<file path="src/hw/rtl/c8ic_pkg.sv">
package c8ic_pkg;

    // memory geometry
    localparam int MEM_AW     = 12;
    localparam int MEM_BYTES  = 4096;
    localparam int FONT_BYTES = 80;
    localparam int NUM_REGS   = 16;
    localparam int ROWS       = 32;
    localparam int COLS       = 64;
    localparam logic [MEM_AW-1:0] PC_START = 12'h200;
    localparam logic [MEM_AW-1:0] MEM_LAST = 12'hFFF;

    // input and output word sizes
    localparam int IN_W  = 72;
    localparam int OUT_W = 112;

    // hex font glyphs
    localparam logic [7:0] FONT [FONT_BYTES] = '{
        8'hF0, 8'h90, 8'h90, 8'h90, 8'hF0, 8'h20, 8'h60, 8'h20, 8'h20, 8'h70,
        8'hF0, 8'h10, 8'hF0, 8'h80, 8'hF0, 8'hF0, 8'h10, 8'hF0, 8'h10, 8'hF0,
        8'h90, 8'h90, 8'hF0, 8'h10, 8'h10, 8'hF0, 8'h80, 8'hF0, 8'h10, 8'hF0,
        8'hF0, 8'h80, 8'hF0, 8'h90, 8'hF0, 8'hF0, 8'h10, 8'h20, 8'h40, 8'h40,
        8'hF0, 8'h90, 8'hF0, 8'h90, 8'hF0, 8'hF0, 8'h90, 8'hF0, 8'h10, 8'hF0,
        8'hF0, 8'h90, 8'hF0, 8'h90, 8'h90, 8'hE0, 8'h90, 8'hE0, 8'h90, 8'hE0,
        8'hF0, 8'h80, 8'h80, 8'h80, 8'hF0, 8'hE0, 8'h90, 8'h90, 8'h90, 8'hE0,
        8'hF0, 8'h80, 8'hF0, 8'h80, 8'hF0, 8'hF0, 8'h80, 8'hF0, 8'h80, 8'h80
    };

    // item kinds on tuser
    typedef enum logic [1:0] {
        OP_LOAD = 2'd0,
        OP_EXEC = 2'd1,
        OP_ROW  = 2'd2
    } op_kind_t;

    // instruction groups by top nibble
    typedef enum logic [3:0] {
        I_SYS  = 4'h0, I_JP   = 4'h1, I_CALL = 4'h2, I_SE   = 4'h3,
        I_SNE  = 4'h4, I_SER  = 4'h5, I_LD   = 4'h6, I_ADD  = 4'h7,
        I_ALU  = 4'h8, I_SNER = 4'h9, I_LDI  = 4'hA, I_JPV  = 4'hB,
        I_RND  = 4'hC, I_DRW  = 4'hD, I_KEY  = 4'hE, I_MISC = 4'hF
    } instr_grp_t;

    localparam logic [15:0] SYS_CLS = 16'h00E0;
    localparam logic [15:0] SYS_RET = 16'h00EE;
    localparam logic [7:0]  K_SKP   = 8'h9E;
    localparam logic [7:0]  K_SKNP  = 8'hA1;
    localparam logic [7:0]  F_GET_DT = 8'h07;
    localparam logic [7:0]  F_WAITK  = 8'h0A;
    localparam logic [7:0]  F_SET_DT = 8'h15;
    localparam logic [7:0]  F_SET_ST = 8'h18;
    localparam logic [7:0]  F_ADD_I  = 8'h1E;
    localparam logic [7:0]  F_FONT   = 8'h29;
    localparam logic [7:0]  F_BCD    = 8'h33;
    localparam logic [7:0]  F_STORE  = 8'h55;
    localparam logic [7:0]  F_LOAD   = 8'h65;
    localparam logic [3:0]  FLAG_REG = 4'hF;

    // alu functions, codes follow the low nibble of 8XYn
    typedef enum logic [3:0] {
        ALU_MOV  = 4'h0, ALU_OR  = 4'h1, ALU_AND = 4'h2, ALU_XOR = 4'h3,
        ALU_ADD  = 4'h4, ALU_SUB = 4'h5, ALU_SHR = 4'h6, ALU_SUBN = 4'h7,
        ALU_SHL  = 4'hE
    } alu_fn_t;

    typedef struct packed {
        logic [7:0] res;
        logic       flag;
        logic       eq;
    } alu_out_t;

    // sequencer states
    typedef enum logic [4:0] {
        ST_CLEAR, ST_IDLE, ST_ROW, ST_FETCH_HI, ST_FETCH_LO, ST_READ_X,
        ST_READ_Y, ST_EXEC, ST_FLAG, ST_RET, ST_DRAW_RD, ST_DRAW_WR,
        ST_CLS, ST_BCD, ST_STORE_RD, ST_STORE_WR, ST_LOAD_RD, ST_LOAD_WR,
        ST_DONE
    } state_t;

endpackage

</file>
<file path="src/hw/rtl/c8ic_alu.sv">
module c8ic_alu
    import c8ic_pkg::*;
(
    input  logic [7:0] a,
    input  logic [7:0] b,
    input  alu_fn_t    fn,
    output alu_out_t   y
);

    logic [8:0] sum;
    logic [8:0] dif;
    logic [8:0] difn;

    assign sum  = {1'b0, a} + {1'b0, b};
    assign dif  = {1'b0, a} - {1'b0, b};
    assign difn = {1'b0, b} - {1'b0, a};

    // byte operation and its flag
    always_comb
    begin
        y.eq   = (a == b);
        y.res  = a;
        y.flag = 1'b0;
        unique case (fn)
            ALU_MOV:  y.res = b;
            ALU_OR:   y.res = a | b;
            ALU_AND:  y.res = a & b;
            ALU_XOR:  y.res = a ^ b;
            ALU_ADD:
            begin
                y.res  = sum[7:0];
                y.flag = sum[8];
            end
            ALU_SUB:
            begin
                y.res  = dif[7:0];
                y.flag = ~dif[8];
            end
            ALU_SHR:
            begin
                y.res  = {1'b0, a[7:1]};
                y.flag = a[0];
            end
            ALU_SUBN:
            begin
                y.res  = difn[7:0];
                y.flag = ~difn[8];
            end
            ALU_SHL:
            begin
                y.res  = {a[6:0], 1'b0};
                y.flag = a[7];
            end
            default: y.res = a;
        endcase
    end

endmodule

</file>
<file path="config.mk">
export PLATFORM = sky130hd
export DESIGN_NAME = c8ic_alu
export DESIGN_NICKNAME = d
export VERILOG_FILES = /design/src/hw/rtl/c8ic_pkg.sv /design/src/hw/rtl/c8ic_alu.sv
export SDC_FILE = /design/constraint.sdc
export NUM_CORES = 1
export LEC_CHECK = 0
export BUFFER_PORTS_ARGS = -buffer_cell sky130_fd_sc_hd__buf_4
export CAP_MARGIN = 20
export CORE_UTILIZATION = 42
export DETAILED_ROUTE_END_ITERATION = 10
export GPL_TIMING_DRIVEN = 0
export SKIP_LAST_GASP = 1
export SYNTH_ARGS = -nofsm -noshare
export SYNTH_HDL_FRONTEND = slang
export SYNTH_SLANG_ARGS = --single-unit
</file>
<file path="constraint.sdc">
create_clock -name vclk -period 2.4
set_input_delay 0.24 -clock vclk [all_inputs]
set_output_delay 0.24 -clock vclk [all_outputs]
set_load 0.005 [all_outputs]
</file>
Yosys cells after proc, flatten, opt, wreduce, memory -nomap -nowiden:

Cells that the tools add are included.

* add/subtract/negate cells: 3
* equal/unequal tests: 9
* muxes and demuxes: 2
* bitwise logic cells: 5
* reduce and logical (&&, ||, !) cells: 1

Operator list (number)
* $pmux W8 S9: 1
* $sub A8 B8 Y9: 2
* $eq A4 B3 Y1 const B: 4
* $add A8 B8 Y9: 1
* $and A8 B8 Y8: 1
* $eq A4 B2 Y1 const B: 2
* $eq A8 B8 Y1: 1
* $or A8 B8 Y8: 1
* $xor A8 B8 Y8: 1
* $pmux W1 S5: 1
* $eq A4 B1 Y1 const B: 1
* $eq A4 B4 Y1 const B: 1
* $logic_not A4 Y1: 1
* $not A1 Y1: 2

* bits in registers: 0
* bits of input ports: 20
* word-level logic and storage cells: 20

Logic depth before layout (Yosys ltp):

* depth in word-level cells: 3
* gate-level depth with buffers: 9

Worst setup path before layout:

Ideal clock, no wire load.

* kind: input to output
* from: in a[1]
* to: out y[9] (netlist name)
* arrival time: 2.000 ns
* data required time: 2.160 ns
* setup slack: 0.160 ns
* stages: 8
* path buffers: 0
* cells stage by stage: inv_1 -> ha_1 -> a211oi_2 -> nor2_1 -> or4_1 -> a31oi_1 -> mux2i_1 -> o32a_1

RTL lines
* from (decl): line c8ic_alu.sv:4 `input logic [7:0] a,`
* to (decl): line c8ic_alu.sv:7 `output alu_out_t y`

==> impl_results.md <==
* Clock buffer count at 0
* RSZ-0062 raised after global routing: true
* Met3 WL at roughly 510 um
* Largest net degree at the start of global routing at 11
* TNS Setup at -0.193 ns
* Synth Area in XOR/XNOR at 1.96%
* Vertical die dimension at 67.2 um
* Crit start category: input pin
* Final Cycle Share at 106%
* Drt initial violations at 277
* Core Area at approximately 0.004 sq mm
* Leading cell type in the layout, fill and taps excluded: buf_4
* WL final at 6660 um
* First-pass GRT wire length at 10300 um
* Starting density of the core at 44.3%
* Required @ worst endpoint at 2.16 ns
* Initial antenna violation count at 0
* Critical path launch point: a[1]
* WP data arrival at 2.29 ns
* Max Clk Rate at slightly below 400 MHz
* GRT Total Usage at 30.2%
* DRC viols at 0
* Final ANT Viol Nets at 0
* Mux cell area share after synthesis at 6.30%
* Die ar. at 0.00452 sq mm
* Commonest non-fill, non-tap cells in the layout: buf_4 (46), ha_1 (26), inv_1 (19)
* Via count at ~2200
* CP Capture Point: y[9]
* Post-Syn Instances at 251
* Met2 WL at 3090 um
* Setup CP Type: input pin to output pin
* Synth Area in Simple Gates at 19.9%
* Row cnt at 23
* Critical Path End Type: output pin
* Largest family of logic cells by synthesized area: compound AO/OA/AOI/OAI gates
* Wirelength per Cell at around 19 um
* Crit-path cells: buf_12 -> clkinvlp_4 -> ha_4 -> a211oi_4 -> nor2_2 -> or4_4 -> a31oi_4 -> mux2i_1 -> o32a_1 -> buf_4
* Adder-cell share of the synthesized area at a little over a quarter
* Worst vdd ir at 0.0974 mV
* PnR worst setup slack at -0.133 ns
* Top delay family on crit path: compound AO/OA/AOI/OAI gates
* Slowest cell on the critical path: or4_4
* Max incr delay on CP at 0.45 ns
* Compound-gate portion of the synthesized area at 36.1%
* Slew at the pin with the worst max-slew slack at 0.549 ns
* Slew Limit Fails at 0
* CP bufs+invs at 3
* CP max FO at 4
* Sequential cell count at 0
* NumNets Final at 358
* PD cells at 224 mW/mm^2
* Syn Area/Cell at 7.12 sq um
* I/O pin count at 30
* Headroom to the max-slew limit at between 60 and 70%
* Syn_nets at between 300 and 400
* Final setup viols at 2
* DR pass1 iterations at 5
* Met1 WL at 2910 um
* Worst hold slack at 0.833 ns
* Diode count at 0
* # port buffers at 28
* Placer Congestion at between 0.9 and 1
* Final Critical Period at between 2 and 3 ns
* Status: finished with violations
* Area Growth Syn to Fin at 37.9%
* Share of cells above drive strength 1 at 33.7%
* Maxcap violations at 0
* Post-layout util at 61.1%
* Hold Crit Class: input pin to output pin
* Sequential share of the synthesized area at 0%
* Failing checks: setup timing
* Worst path depth at 10
* Die Width at ~67 um
* Vias in the first global route at 2020
* Multi-input gate area in the final layout at 0.00182 sq mm
* GRT overflow at 0
* Fillers at 383
* Leakage at 1.08 nW
* Avg Vias per Cell at approximately 6.3
* Synthesis Warnings at 0
* Final HPWL DP at 4620 um
* Register area at 0 sq um
* Fin. Hold Viols at 0
* Top routing layer used: met4
* Distinct cell type count after synthesis at 57
* Post-synthesis instance area at 0.00179 sq mm
==> Yosys cell counts (3+ instances only) <==
library cell	number	share of area, %
a211oi_1	3	1.3
a21oi_1	16	4.5
a221oi_1	9	4.4
a31oi_1	5	1.8
buf_2	6	1.7
clkbuf_1	7	1.5
fa_1	3	3.4
ha_1	33	23
inv_1	26	5.5
mux2i_1	9	5.0
nand2_1	18	3.8
nand2b_1	6	2.1
nand3_1	3	0.84
nor2_1	20	4.2
nor2b_1	4	1.4
nor3_1	4	1.1
nor4_1	3	1.1
o21ai_0	15	4.2
o221ai_1	5	2.5
o22ai_1	4	1.4
o32ai_1	3	1.5
==> where the power goes <==
part | total (mW) | internal [mW] | switching (mW)
clock network | 0 | 0 | 0
logic | 0.553 | 0.256 | 0.297
registers | 0 | 0 | 0
total | 0.553 | 0.256 | 0.297
==> cells by family (layout without fill, tap and decap cells) <==
logic type | Yosys count | count (layout)
multiplexers | 10 | 10
AND/OR/NAND/NOR | 70 | 70
adder cells (fa/ha/maj) | 36 | 36
buffers and inverters | 41 | 90
XOR/XNOR | 4 | 4
AO/OA/AOI/OAI | 90 | 90
==> worst min-delay path by stage <==
stage	from	endpoint	slack [ns]	cells after the start
final	a[7]	y[9]	0.83	3
after global routing	a[7]	y[9]	0.85	3
after CTS	a[7]	y[9]	0.83	3
after detailed placement	a[7]	y[9]	0.82	3
after global placement	a[7]	y[9]	0.83	3
after floorplan	a[0]	y[2]	0.58	2
==> repair_timing <==
action | in CTS | in global routing
gates cloned | 0 | 0
pin swaps | 19 | 15
gates resized for setup | 44 | 16
hold buffers | 0 | 0
setup endpoints to repair | 6 | 7
setup buffers | 16 | 6
==> through the flow <==
| stage | cell area [sq um] | power [mW] | worst slack (ns) | cells |
|---|---|---|---|---|
| 6_report | 2460 | 0.553 | -0.133 | 350 |
| 5_1_grt | 2460 | 0.597 | -0.169 | 350 |
| 4_1_cts | 2360 | 0.498 | -0.0894 | 344 |
| 3_5_place_dp | 2060 | 0.416 | -0.419 | 329 |
| 3_3_place_gp | 2060 | 0.415 | -0.429 | 329 |
| 2_1_floorplan | 1790 | 0.272 | 0.160 | 251 |
==> area by class of cell <==
| class | count | share of cell area, % |
|---|---|---|
| plain buffers | 13 | 2.69 |
| inverters | 27 | 4.52 |
| multi-input cells | 210 | 73.7 |
| well taps | 50 | 2.54 |
| repair buffers | 50 | 16.6 |
==> layer usage <==
metal,vias up,track usage (%)
met3,16,2.36
met1,1039,41.1
met5,-,0
met2,121,49.5
li1,1042,-
met4,0,10.6
Note: power is estimated with default switching activity, not from simulation.
