## src/hw/rtl/c8ic_ram.sv

```systemverilog
module c8ic_ram #(
    parameter int WIDTH = 8,
    parameter int DEPTH = 16
) (
    input  logic                     clk,
    input  logic                     we,
    input  logic [$clog2(DEPTH)-1:0] waddr,
    input  logic [WIDTH-1:0]         wdata,
    input  logic [$clog2(DEPTH)-1:0] raddr,
    output logic [WIDTH-1:0]         rdata
);

    logic [WIDTH-1:0] mem [DEPTH];

    // one write port, registered read port
    always_ff @(posedge clk)
    begin
        if (we)
        begin
            mem[waddr] <= wdata;
        end
        rdata <= mem[raddr];
    end

endmodule

```

## config.mk

```make
export PLATFORM = sky130hd
export DESIGN_NAME = c8ic_ram
export DESIGN_NICKNAME = d
export VERILOG_FILES = /design/src/hw/rtl/c8ic_ram.sv
export SDC_FILE = /design/constraint.sdc
export NUM_CORES = 1
export LEC_CHECK = 0
export BUFFER_PORTS_ARGS = -buffer_cell sky130_fd_sc_hd__buf_2
export CAP_MARGIN = 15
export CORE_UTILIZATION = 54
export CTS_BUF_LIST = sky130_fd_sc_hd__clkbuf_16
export DETAILED_ROUTE_END_ITERATION = 12
export PLACE_DENSITY_LB_ADDON = 0.25
export SLEW_MARGIN = 20
export SYNTH_ARGS = -nofsm -noshare
export SYNTH_HDL_FRONTEND = slang
export SYNTH_SLANG_ARGS = --single-unit
```

## constraint.sdc

```tcl
create_clock -name clk -period 1.7 [get_ports clk]
set_input_delay 0.17 -clock clk [delete_from_list [all_inputs] [get_ports clk]]
set_output_delay 0.17 -clock clk [all_outputs]
set_load 0.05 [all_outputs]
```

; ---- Word level (Yosys, flattened, before mapping)
; Memory sizes are Yosys's and may differ from the RTL's. A register that Yosys moved wholly into a read port is not among the register bits.
; Cells that the tools add are included.
[classes]
muxes = 2
[op_table]
columns = cell, n
row1 = $mux W1, 2
[totals]
reg_bits = 0
ramBits = 128
inputBits = 18
output_inout_bits = 8
elab_cells = 3
memories = 1
[mem_list]
columns = name, words, width, rd, rd_clocked_by_memory_dff, write_ports, line
row1 = mem, 16, 8, 1, 1, 1, 13  ; logic [WIDTH-1:0] mem [DEPTH];

; ---- Longest topological paths before layout
; Gate-level depths: netlist (run 1).
[depth]
depth_word = 2
depth_mapped = 5
depth_no_buf = 3

; ---- Worst setup path before layout (run 1)
; OpenSTA, ideal clock, no wires.
[synth_timing]
kind = input port to flip-flop
from = in waddr[2]
to = mem mem[0][0] (enable)
setup_ns = 0.383
arrival_time_ns = 1.280
required_time_ns = 1.317
setup_slack_ns = 0.037
cell_stages = 2
n_path_buf = 0
path_cell_list = or3b_2 -> nor3_1
[synth_rtl]
columns = item, line
row1 = from (decl), 7  ; input logic [$clog2(DEPTH)-1:0] waddr,
row2 = to (decl), 13
; Straight into the memory's write port.

==> results.sh, run 1 <==
export IMPL_start_util=0.557
export IMPL_drive_gt1_frac=0.306
export IMPL_syn_cell_area_um2=5150
export IMPL_p_sw_mw=1.56
export IMPL_synth_nets=247
export IMPL_clockPowerShare=0.446
export IMPL_placed_area_um2=5540
export IMPL_diodes=0
export IMPL_leakagePower_nw=2.10
export IMPL_die_h_um=99.6
export IMPL_fin_cells=426
export IMPL_worst_pin_slew_ns=0.421
export IMPL_post_drt_wl_per_cell_um=22.6
export IMPL_syn_avg_cell_area_um2=22.5
export IMPL_synth_distinct_cells=19
export IMPL_die_area_um2=9930
export IMPL_num_io_pins=26
export IMPL_crit_type="reg -> reg"
export IMPL_grt_usage=0.218
export IMPL_cts_setup_buffers=0
export IMPL_drt_initial_drc_count=161
export IMPL_p_per_area_nw_per_um2=1240
export IMPL_grt_max_degree=33
export IMPL_hpwl_um=5950
export IMPL_ant_nets=0
export IMPL_worstPathArrival_ns=1.71
export IMPL_cts_root_buf="clkbuf_16"
export IMPL_cts_num_sinks=136
export IMPL_fin_crit_sh=0.837
export IMPL_cts_buffers=17
export IMPL_nFillCells=605
export IMPL_final_net_count=302
export IMPL_core_area_um2=9240
export IMPL_gp_congestion=0.678
export IMPL_fin_area_um2=6090
export IMPL_cp_start_kind="flop"
export IMPL_vdd_drop_max_mv=0.787
export IMPL_vias_per_cell=5.86
export IMPL_cts_htree_levels=4
export IMPL_seqPwrFrac=0.498
export IMPL_finalClockSkew_ns=0.00622
export IMPL_cts_tree="built"
export IMPL_drv_cap=0
export IMPL_clk_latency_ns=0.41
export IMPL_hold_buffers=0
export IMPL_clkTransAtPathRegs_ns=0.06
export IMPL_finalSetupViolCount=0
export IMPL_worst_setup_path_end_kind="flop"
export IMPL_final_max_slew_violation_count=0
export IMPL_grt_overflow=0
export IMPL_port_buffers=25
export IMPL_fmax_mhz=702
export IMPL_intPower_mw=6.02
export IMPL_min_period_ns=1.42
export IMPL_grt_first_pass_wirelength_um=14700
export IMPL_die_x_um=99.6
export IMPL_syn_to_final_growth_pct=18.3
export IMPL_drcViolationCount=0
export IMPL_grt_pass1_vias=2559
export IMPL_num_rows=35
export IMPL_drt_first_pass_iters=4
export IMPL_maxSlewHeadroom=0.719
export IMPL_netlist_instances=229
export IMPL_hold_viol=0
export IMPL_rsz0062_at_grt="false"
export IMPL_cts_resized=0
export IMPL_antenna_found_initial=0
export IMPL_seq_area_frac_synth=0.778
export IMPL_cts_buffer_depth=2
export IMPL_ys_warn_count=0
export IMPL_comb_power_share=0.056
export IMPL_cp_data_required_time_ns=1.98
export IMPL_dp_cells=394
export IMPL_p_sw_frac=0.206
export IMPL_routed_wl_um=9620
export IMPL_hold_path_class="in -> reg"
export IMPL_run_status="finished clean"
export IMPL_ys_seq_elements=136
export IMPL_num_vias=2496
export IMPL_fin_tns_setup_ns=0
export IMPL_cp_max_fo=1
-- power groups by stage --
stage	clock, mW	combinational [mW]	sequential (mW)
floorplan	0	0.190	3.91
global placement	0	0.419	3.84
detailed placement	0	0.428	3.84
CTS	3.41	0.432	3.78
global route	3.53	0.453	3.78
finish	3.38	0.425	3.78
-- per-stage QoR --
stage	setup WS [ns]	total power, mW	hold WS [ns]	util
floorplan	0.0371	4.10	0.269	-
global placement	0.0573	4.26	0.561	0.600
detailed placement	0.0538	4.27	0.566	0.600
CTS	0.302	7.62	0.135	0.659
global route	0.262	7.77	0.145	0.659
finish	0.276	7.58	0.144	0.659
-- registers in the layout, summed over array words and instances (netlist names) --
| register | count |
|---|---|
| mem | 128 |
| rdata | 8 |
-- layout by cell type (no fill, tap or decap), types with 3 or more instances in the layout --
cell type,count
a22oi_1,16
buf_12,3
buf_2,25
buf_4,18
clkbuf_16,17
clkinv_1,3
clkinv_2,5
dfxtp_1,8
edfxtp_1,128
inv_1,3
mux4_1,14
mux4_2,18
nand2_1,9
nor2_1,13
nor3_1,4
-- worst paths after layout --
path / start / to / slack [ns] / cells past startpoint
worst max-delay path: mem[1][5]$_DFFE_PP_ / rdata[5]$_DFF_P_ / 0.28 / 3
worst min register to register: mem[14][1]$_DFFE_PP_ / rdata[1]$_DFF_P_ / 0.68 / 3
worst min-delay path: wdata[7] / mem[7][7]$_DFFE_PP_ / 0.14 / 1
worst max register to register: mem[1][5]$_DFFE_PP_ / rdata[5]$_DFF_P_ / 0.28 / 3
-- synthesized netlist by cell type --
library cell     count  area share
clkdlybuf4s25_2      3      0.0058
nand3_1              1     0.00097
buf_2                3      0.0029
nand3b_1             2      0.0029
or3b_2               1      0.0017
mux4_2              18       0.079
dfxtp_1              8       0.031
nor2b_1              1      0.0012
nand2b_1             2      0.0024
edfxtp_1           128        0.75
buf_4                1      0.0015
nor3_1               4      0.0039
nand2_1              9      0.0066
and2b_1              1      0.0015
and2_1               1      0.0012
nor2_1              13      0.0095
buf_6                3      0.0066
mux4_1              14       0.071
a22oi_1             16       0.023
-- logic make-up (layout without fill, tap and decap cells) --
family	count (synthesis)	after routing	synth area share
muxes	32	32	0.150
and+or+nand+nor	35	35	0.0318
AOI/OAI and AO/OA	16	16	0.0233
buffers and inverters	10	78	0.0168
DFF	136	136	0.778
-- final cells by class --
cell class	count	area [um2]	share of cell area
sequential	136	4000	0.657
multi-input combinational	83	1060	0.174
clock buffer	17	425	0.0698
timing repair buffer	46	320	0.0526
tap	129	161	0.0265
clock inverter	15	123	0.0201
-- critical path, cell delays in order (launching register included) --
cell	delay [ns]
edfxtp_1	0.39
mux4_1	0.53
a22oi_1	0.29
nand2_1	0.10
-- routing by layer --
layer	wire length, um	vias up	GRT usage
li1	-	1079	-
met1	3910	1301	0.291
met2	5000	92	0.350
met3	493	24	0.0443
met4	218	0	0.102
met5	0	-	0
(Power assumes the default switching activity.)
==> run 2, diff against run 1 <==
clock period = 1.3 ns   (was 1.7 ns; I/O delays follow)
==> results.sh, run 2 (synthesis gave the netlist of run 1 again) <==
export IMPL_rr_endpoint="rdata[7]$_DFF_P_"
export IMPL_cp_start_kind="flop"
export IMPL_largest_reg_flops=128
export IMPL_grt_first_pass_wirelength_um=16400
export IMPL_fmax_mhz=773
export IMPL_drcViolationCount=0
export IMPL_placed_area_um2=5710
export IMPL_drive_gt1_frac=0.410
export IMPL_final_net_count=320
export IMPL_grt_util_met3=0.0682
export IMPL_cts_root_buf="clkbuf_16"
export IMPL_clk_latency_ns=0.41
export IMPL_worst_pin_slew_ns=1.04
export IMPL_hpwl_um=6650
export IMPL_holdPathEnd="mem[8][5]$_DFFE_PP_"
export IMPL_comb_power_share=0.062
export IMPL_cts_setup_buffers=0
export IMPL_die_h_um=99.6
export IMPL_finalClockSkew_ns=0.0104
export IMPL_slowest_stage="mux4_2"
export IMPL_dpl_worst_slack_ns=-0.286
export IMPL_drv_cap=0
export IMPL_cts_htree_levels=4
export IMPL_vias_per_cell=5.86
export IMPL_run_status="finished clean"
export IMPL_grt_pass1_vias=2729
export IMPL_hold_buffers=0
export IMPL_final_core_util=0.682
export IMPL_cts_buffers=17
export IMPL_cp_max_fo=1
export IMPL_min_from="wdata[5]"
export IMPL_port_buffers=25
export IMPL_num_rows=35
export IMPL_cts_tree="built"
export IMPL_hold_path_class="in -> reg"
export IMPL_ant_nets=0
export IMPL_clockPowerShare=0.459
export IMPL_grt_max_degree=17
export IMPL_cts_num_sinks=136
export IMPL_cts_buffer_depth=2
export IMPL_drt_first_pass_iters=4
export IMPL_hold_depth=1
export IMPL_vdd_drop_max_mv=0.901
export IMPL_fin_area_um2=6300
export IMPL_core_area_um2=9240
export IMPL_diodes=0
export IMPL_maxSlewHeadroom=0.305
export IMPL_p_sw_mw=2.16
export IMPL_cp_data_required_time_ns=1.59
export IMPL_final_cell_mix="edfxtp_1 (128), buf_4 (35), mux4_2 (26)"
export IMPL_fin_cells=444
export IMPL_p_per_area_nw_per_um2=1630
export IMPL_top_register="mem"
export IMPL_leakagePower_nw=2.17
export IMPL_seqPwrFrac=0.479
export IMPL_antenna_found_initial=0
export IMPL_drt_initial_drc_count=214
export IMPL_routed_wl_um=11000
export IMPL_r2r_start="mem[3][7]$_DFFE_PP_"
export IMPL_final_max_slew_violation_count=0
export IMPL_crit_type="reg -> reg"
export IMPL_p_sw_frac=0.210
export IMPL_post_drt_wl_per_cell_um=24.8
export IMPL_biggestRegsByFlops="mem (128), rdata (8)"
export IMPL_worstPathArrival_ns=1.59
export IMPL_hold_viol=0
export IMPL_start_util=0.557
export IMPL_fin_crit_sh=0.996
export IMPL_die_area_um2=9930
export IMPL_fin_ws_ns=0.00576
export IMPL_top_usage_layer="met2"
export IMPL_nFillCells=582
export IMPL_num_io_pins=26
export IMPL_dp_cells=412
export IMPL_ff2ff_path_depth=3
export IMPL_final_common_cell="edfxtp_1"
export IMPL_syn_to_final_growth_pct=22.4
export IMPL_rsz0062_at_grt="true"
export IMPL_clkTransAtPathRegs_ns=0.06
export IMPL_grt_usage=0.246
export IMPL_finalSetupViolCount=0
export IMPL_min_period_ns=1.29
export IMPL_grt_met2_usage=0.386
export IMPL_use_met1=0.326
export IMPL_intPower_mw=8.14
export IMPL_die_x_um=99.6
export IMPL_num_vias=2602
export IMPL_worst_setup_path_end_kind="flop"
export IMPL_reg2reg_slack_ns=0.006
export IMPL_critPathLaunch="mem[3][7]$_DFFE_PP_"
export IMPL_gp_congestion=0.787
export IMPL_crit_chain="mux4_2 -> a22oi_2 -> nand2_1"
export IMPL_fin_hold_ws_ns=0.112
export IMPL_grt_overflow=0
export IMPL_slowest_delay_ns=0.52
## run 2: cell count changes in the layout (fill, tap and decap cells not counted), sizes merged
cell,change
buf,+18
bufinv,+1
clkinv,-1
## run 2: through the flow
| step | power [mW] | setup TNS [ns] |
|---|---|---|
| 6_report | 10.3 | 0 |
| 5_1_grt | 10.6 | -0.148 |
| 4_1_cts | 10.3 | 0 |
| 3_5_place_dp | 5.63 | -6.08 |
| 3_3_place_gp | 5.62 | -4.94 |
| 2_1_floorplan | 5.37 | -2.94 |
## run 2: cell type report
cell class / count / area [um2] / share of cell area
Clock inverter: 15 / 164 / 0.0260
Clock buffer: 17 / 425 / 0.0675
Sequential cell: 136 / 4000 / 0.635
Multi-Input combinational cell: 83 / 1080 / 0.171
Timing Repair Buffer: 64 / 468 / 0.0743
Tap cell: 129 / 161 / 0.0256
## run 2: worst max-delay path by stage
stage	endpoint	slack [ns]	depth (start not counted)
floorplan	mem[3][0]$_DFFE_PP_	-0.1	2
global placement	rdata[0]$_DFF_P_	-0.27	6
detailed placement	rdata[0]$_DFF_P_	-0.29	6
CTS	rdata[2]$_DFF_P_	0.0006	3
global route	rdata[7]$_DFF_P_	-0.05	3
finish	rdata[7]$_DFF_P_	0.006	3
## run 2: power groups by stage
stage	clock (mW)	combinational [mW]	sequential, mW
after global placement	0	0.599	5.02
after CTS	4.78	0.628	4.93
final	4.73	0.634	4.93
after detailed placement	0	0.608	5.02
after floorplan	0	0.250	5.12
after global routing	4.97	0.671	4.94
## run 2: what timing repair did
item                       in CTS  in global routing
gates resized for setup         7                  9
cloned                          0                  0
setup endpoints to repair       6                  8
pin swaps                       2                  4
## run 2: critical path, delay by kind of cell (launching register included)
family,cells,cell delay [ns]
simple gates,1,0.07
mux,1,0.52
compound gates,1,0.22
flops,1,0.38
## run 2: layer usage
metal  vias up  routed length, um
li1       1109                  -
met1      1334               4260
met2       142               5500
met3        17               1000
met4         0                233
met5         -                  0
==> run 3, diff against run 2 <==
CORE_MARGIN = 2   (was default)
CORE_UTILIZATION = 30   (was 54)
==> results.sh, run 3 (synthesis gave the netlist of run 1 again) <==
export IMPL_num_io_pins=26
export IMPL_diodes=0
export IMPL_met2_length_um=4970
export IMPL_dp_cells=498
export IMPL_drive_gt1_frac=0.413
export IMPL_crit_chain="mux4_2 -> a22oi_2 -> nand2_1"
export IMPL_worst_pin_slew_ns=0.937
export IMPL_hold_path_class="in -> reg"
export IMPL_largest_reg_flops=128
export IMPL_antenna_found_initial=0
export IMPL_drcViolationCount=0
export IMPL_nFillCells=1537
export IMPL_die_h_um=135
export IMPL_hpwl_um=6870
export IMPL_biggestRegsByFlops="mem (128), rdata (8)"
export IMPL_drv_cap=0
export IMPL_routed_wl_um=10500
export IMPL_num_vias=2505
export IMPL_finalSetupViolCount=0
export IMPL_multi_input_area_um2=1090
export IMPL_cts_num_sinks=136
export IMPL_cts_root_buf="clkbuf_16"
export IMPL_num_rows=47
export IMPL_maxSlewHeadroom=0.373
export IMPL_rsz0062_at_grt="true"
export IMPL_grt_first_pass_wirelength_um=16400
export IMPL_cts_setup_buffers=0
export IMPL_die_area_um2=18200
export IMPL_final_cell_mix="edfxtp_1 (128), buf_4 (31), mux4_2 (26)"
export IMPL_cts_tree="built"
export IMPL_grt_max_degree=21
export IMPL_hold_buffers=0
export IMPL_syn_to_final_growth_pct=23.8
export IMPL_worstPathArrival_ns=1.59
export IMPL_highest_layer="met4"
export IMPL_p_per_area_nw_per_um2=1610
export IMPL_run_status="finished clean"
export IMPL_vias_per_cell=4.73
export IMPL_ant_nets=0
export IMPL_min_period_ns=1.29
export IMPL_drt_first_pass_iters=4
export IMPL_register_area_um2=4000
export IMPL_core_area_um2=16700
export IMPL_finalClockSkew_ns=0.00636
export IMPL_clk_latency_ns=0.42
export IMPL_fin_cells=530
export IMPL_start_util=0.308
export IMPL_cts_buffer_depth=2
export IMPL_slowest_delay_ns=0.48
export IMPL_cts_htree_levels=4
export IMPL_vdd_drop_max_mv=0.932
export IMPL_gp_congestion=0.719
export IMPL_cp_start_kind="flop"
export IMPL_cp_data_required_time_ns=1.60
export IMPL_route_met3_wl_um=561
export IMPL_crit_type="reg -> reg"
export IMPL_grt_usage=0.128
export IMPL_final_net_count=315
export IMPL_slowest_stage="mux4_2"
export IMPL_cp_max_fo=1
export IMPL_dpl_worst_slack_ns=-0.241
export IMPL_leakagePower_nw=2.14
export IMPL_top_register="mem"
export IMPL_die_x_um=135
export IMPL_clkTransAtPathRegs_ns=0.06
export IMPL_final_max_slew_violation_count=0
export IMPL_cts_buffers=17
export IMPL_fin_hold_ws_ns=0.101
export IMPL_grt_overflow=0
export IMPL_grt_pass1_vias=2655
export IMPL_hold_viol=0
export IMPL_fmax_mhz=774
export IMPL_final_common_cell="edfxtp_1"
export IMPL_drt_initial_drc_count=228
export IMPL_post_drt_wl_per_cell_um=19.9
export IMPL_port_buffers=25
export IMPL_wl_met1_um=4870
export IMPL_fin_crit_sh=0.994
export IMPL_worst_setup_path_end_kind="flop"
export IMPL_fin_ws_ns=0.00743
==> run 3: cell count changes in the layout (fill, tap and decap cells not counted), moves of 2 or more <==
cell	change
a22oi_1	-2
clkinv_2	+3
buf_4	-4
a22oi_2	+2
==> run 3: layout make-up <==
cell class | instances | share of cell area
multi-input cells | 83 | 0.171
flip-flops and latches | 136 | 0.628
well taps | 220 | 0.0432
repair buffers | 59 | 0.0656
clock inverters | 15 | 0.0253
clock buffers | 17 | 0.0667
==> run 3: repair_timing <==
action                                  in CTS  in global routing
endpoints found under the setup margin       6                  8
pin swaps                                    3                  2
gates cloned                                 0                  0
gates resized for setup                      7                 11
endpoints found under the hold margin        0                  0
==> run 3: routing by layer <==
layer  up-vias  global-route usage
li1       1104                   -
met1      1314               0.170
met2        75               0.197
met3        12              0.0402
met4         0              0.0503
met5         -                   0
==> run 3: worst paths after layout <==
check / start / endpoint / cells past startpoint / slack (ns)
max reg2reg: mem[2][7]$_DFFE_PP_ / rdata[7]$_DFF_P_ / 3 / 0.007
min: wdata[4] / mem[3][4]$_DFFE_PP_ / 1 / 0.10
max: mem[2][7]$_DFFE_PP_ / rdata[7]$_DFF_P_ / 3 / 0.007
min reg2reg: mem[15][1]$_DFFE_PP_ / rdata[1]$_DFF_P_ / 3 / 0.68
==> run 3: where the power goes <==
part	leakage, nW	switching [mW]	internal [mW]
registers	1.22	0.0267	4.90
logic	0.633	0.379	0.237
clock network	0.285	1.74	2.98
total	2.14	2.15	8.12
==> run 3: metrics by stage <==
step / setup TNS [ns] / utilization / area [um2] / power [mW]
floorplan: -2.94 / - / 5160 / 5.37
global placement: -4.71 / 0.345 / 5770 / 5.61
detailed placement: -5.05 / 0.345 / 5770 / 5.62
CTS: -0.00513 / 0.382 / 6370 / 10.4
global route: -0.117 / 0.382 / 6370 / 10.6
finish: 0 / 0.382 / 6370 / 10.3
==> run 3: critical path, delay by kind of cell (launching register included) <==
family,cells,cell delay (ns)
compound gates,1,0.25
flops,1,0.37
mux,1,0.48
simple gates,1,0.09
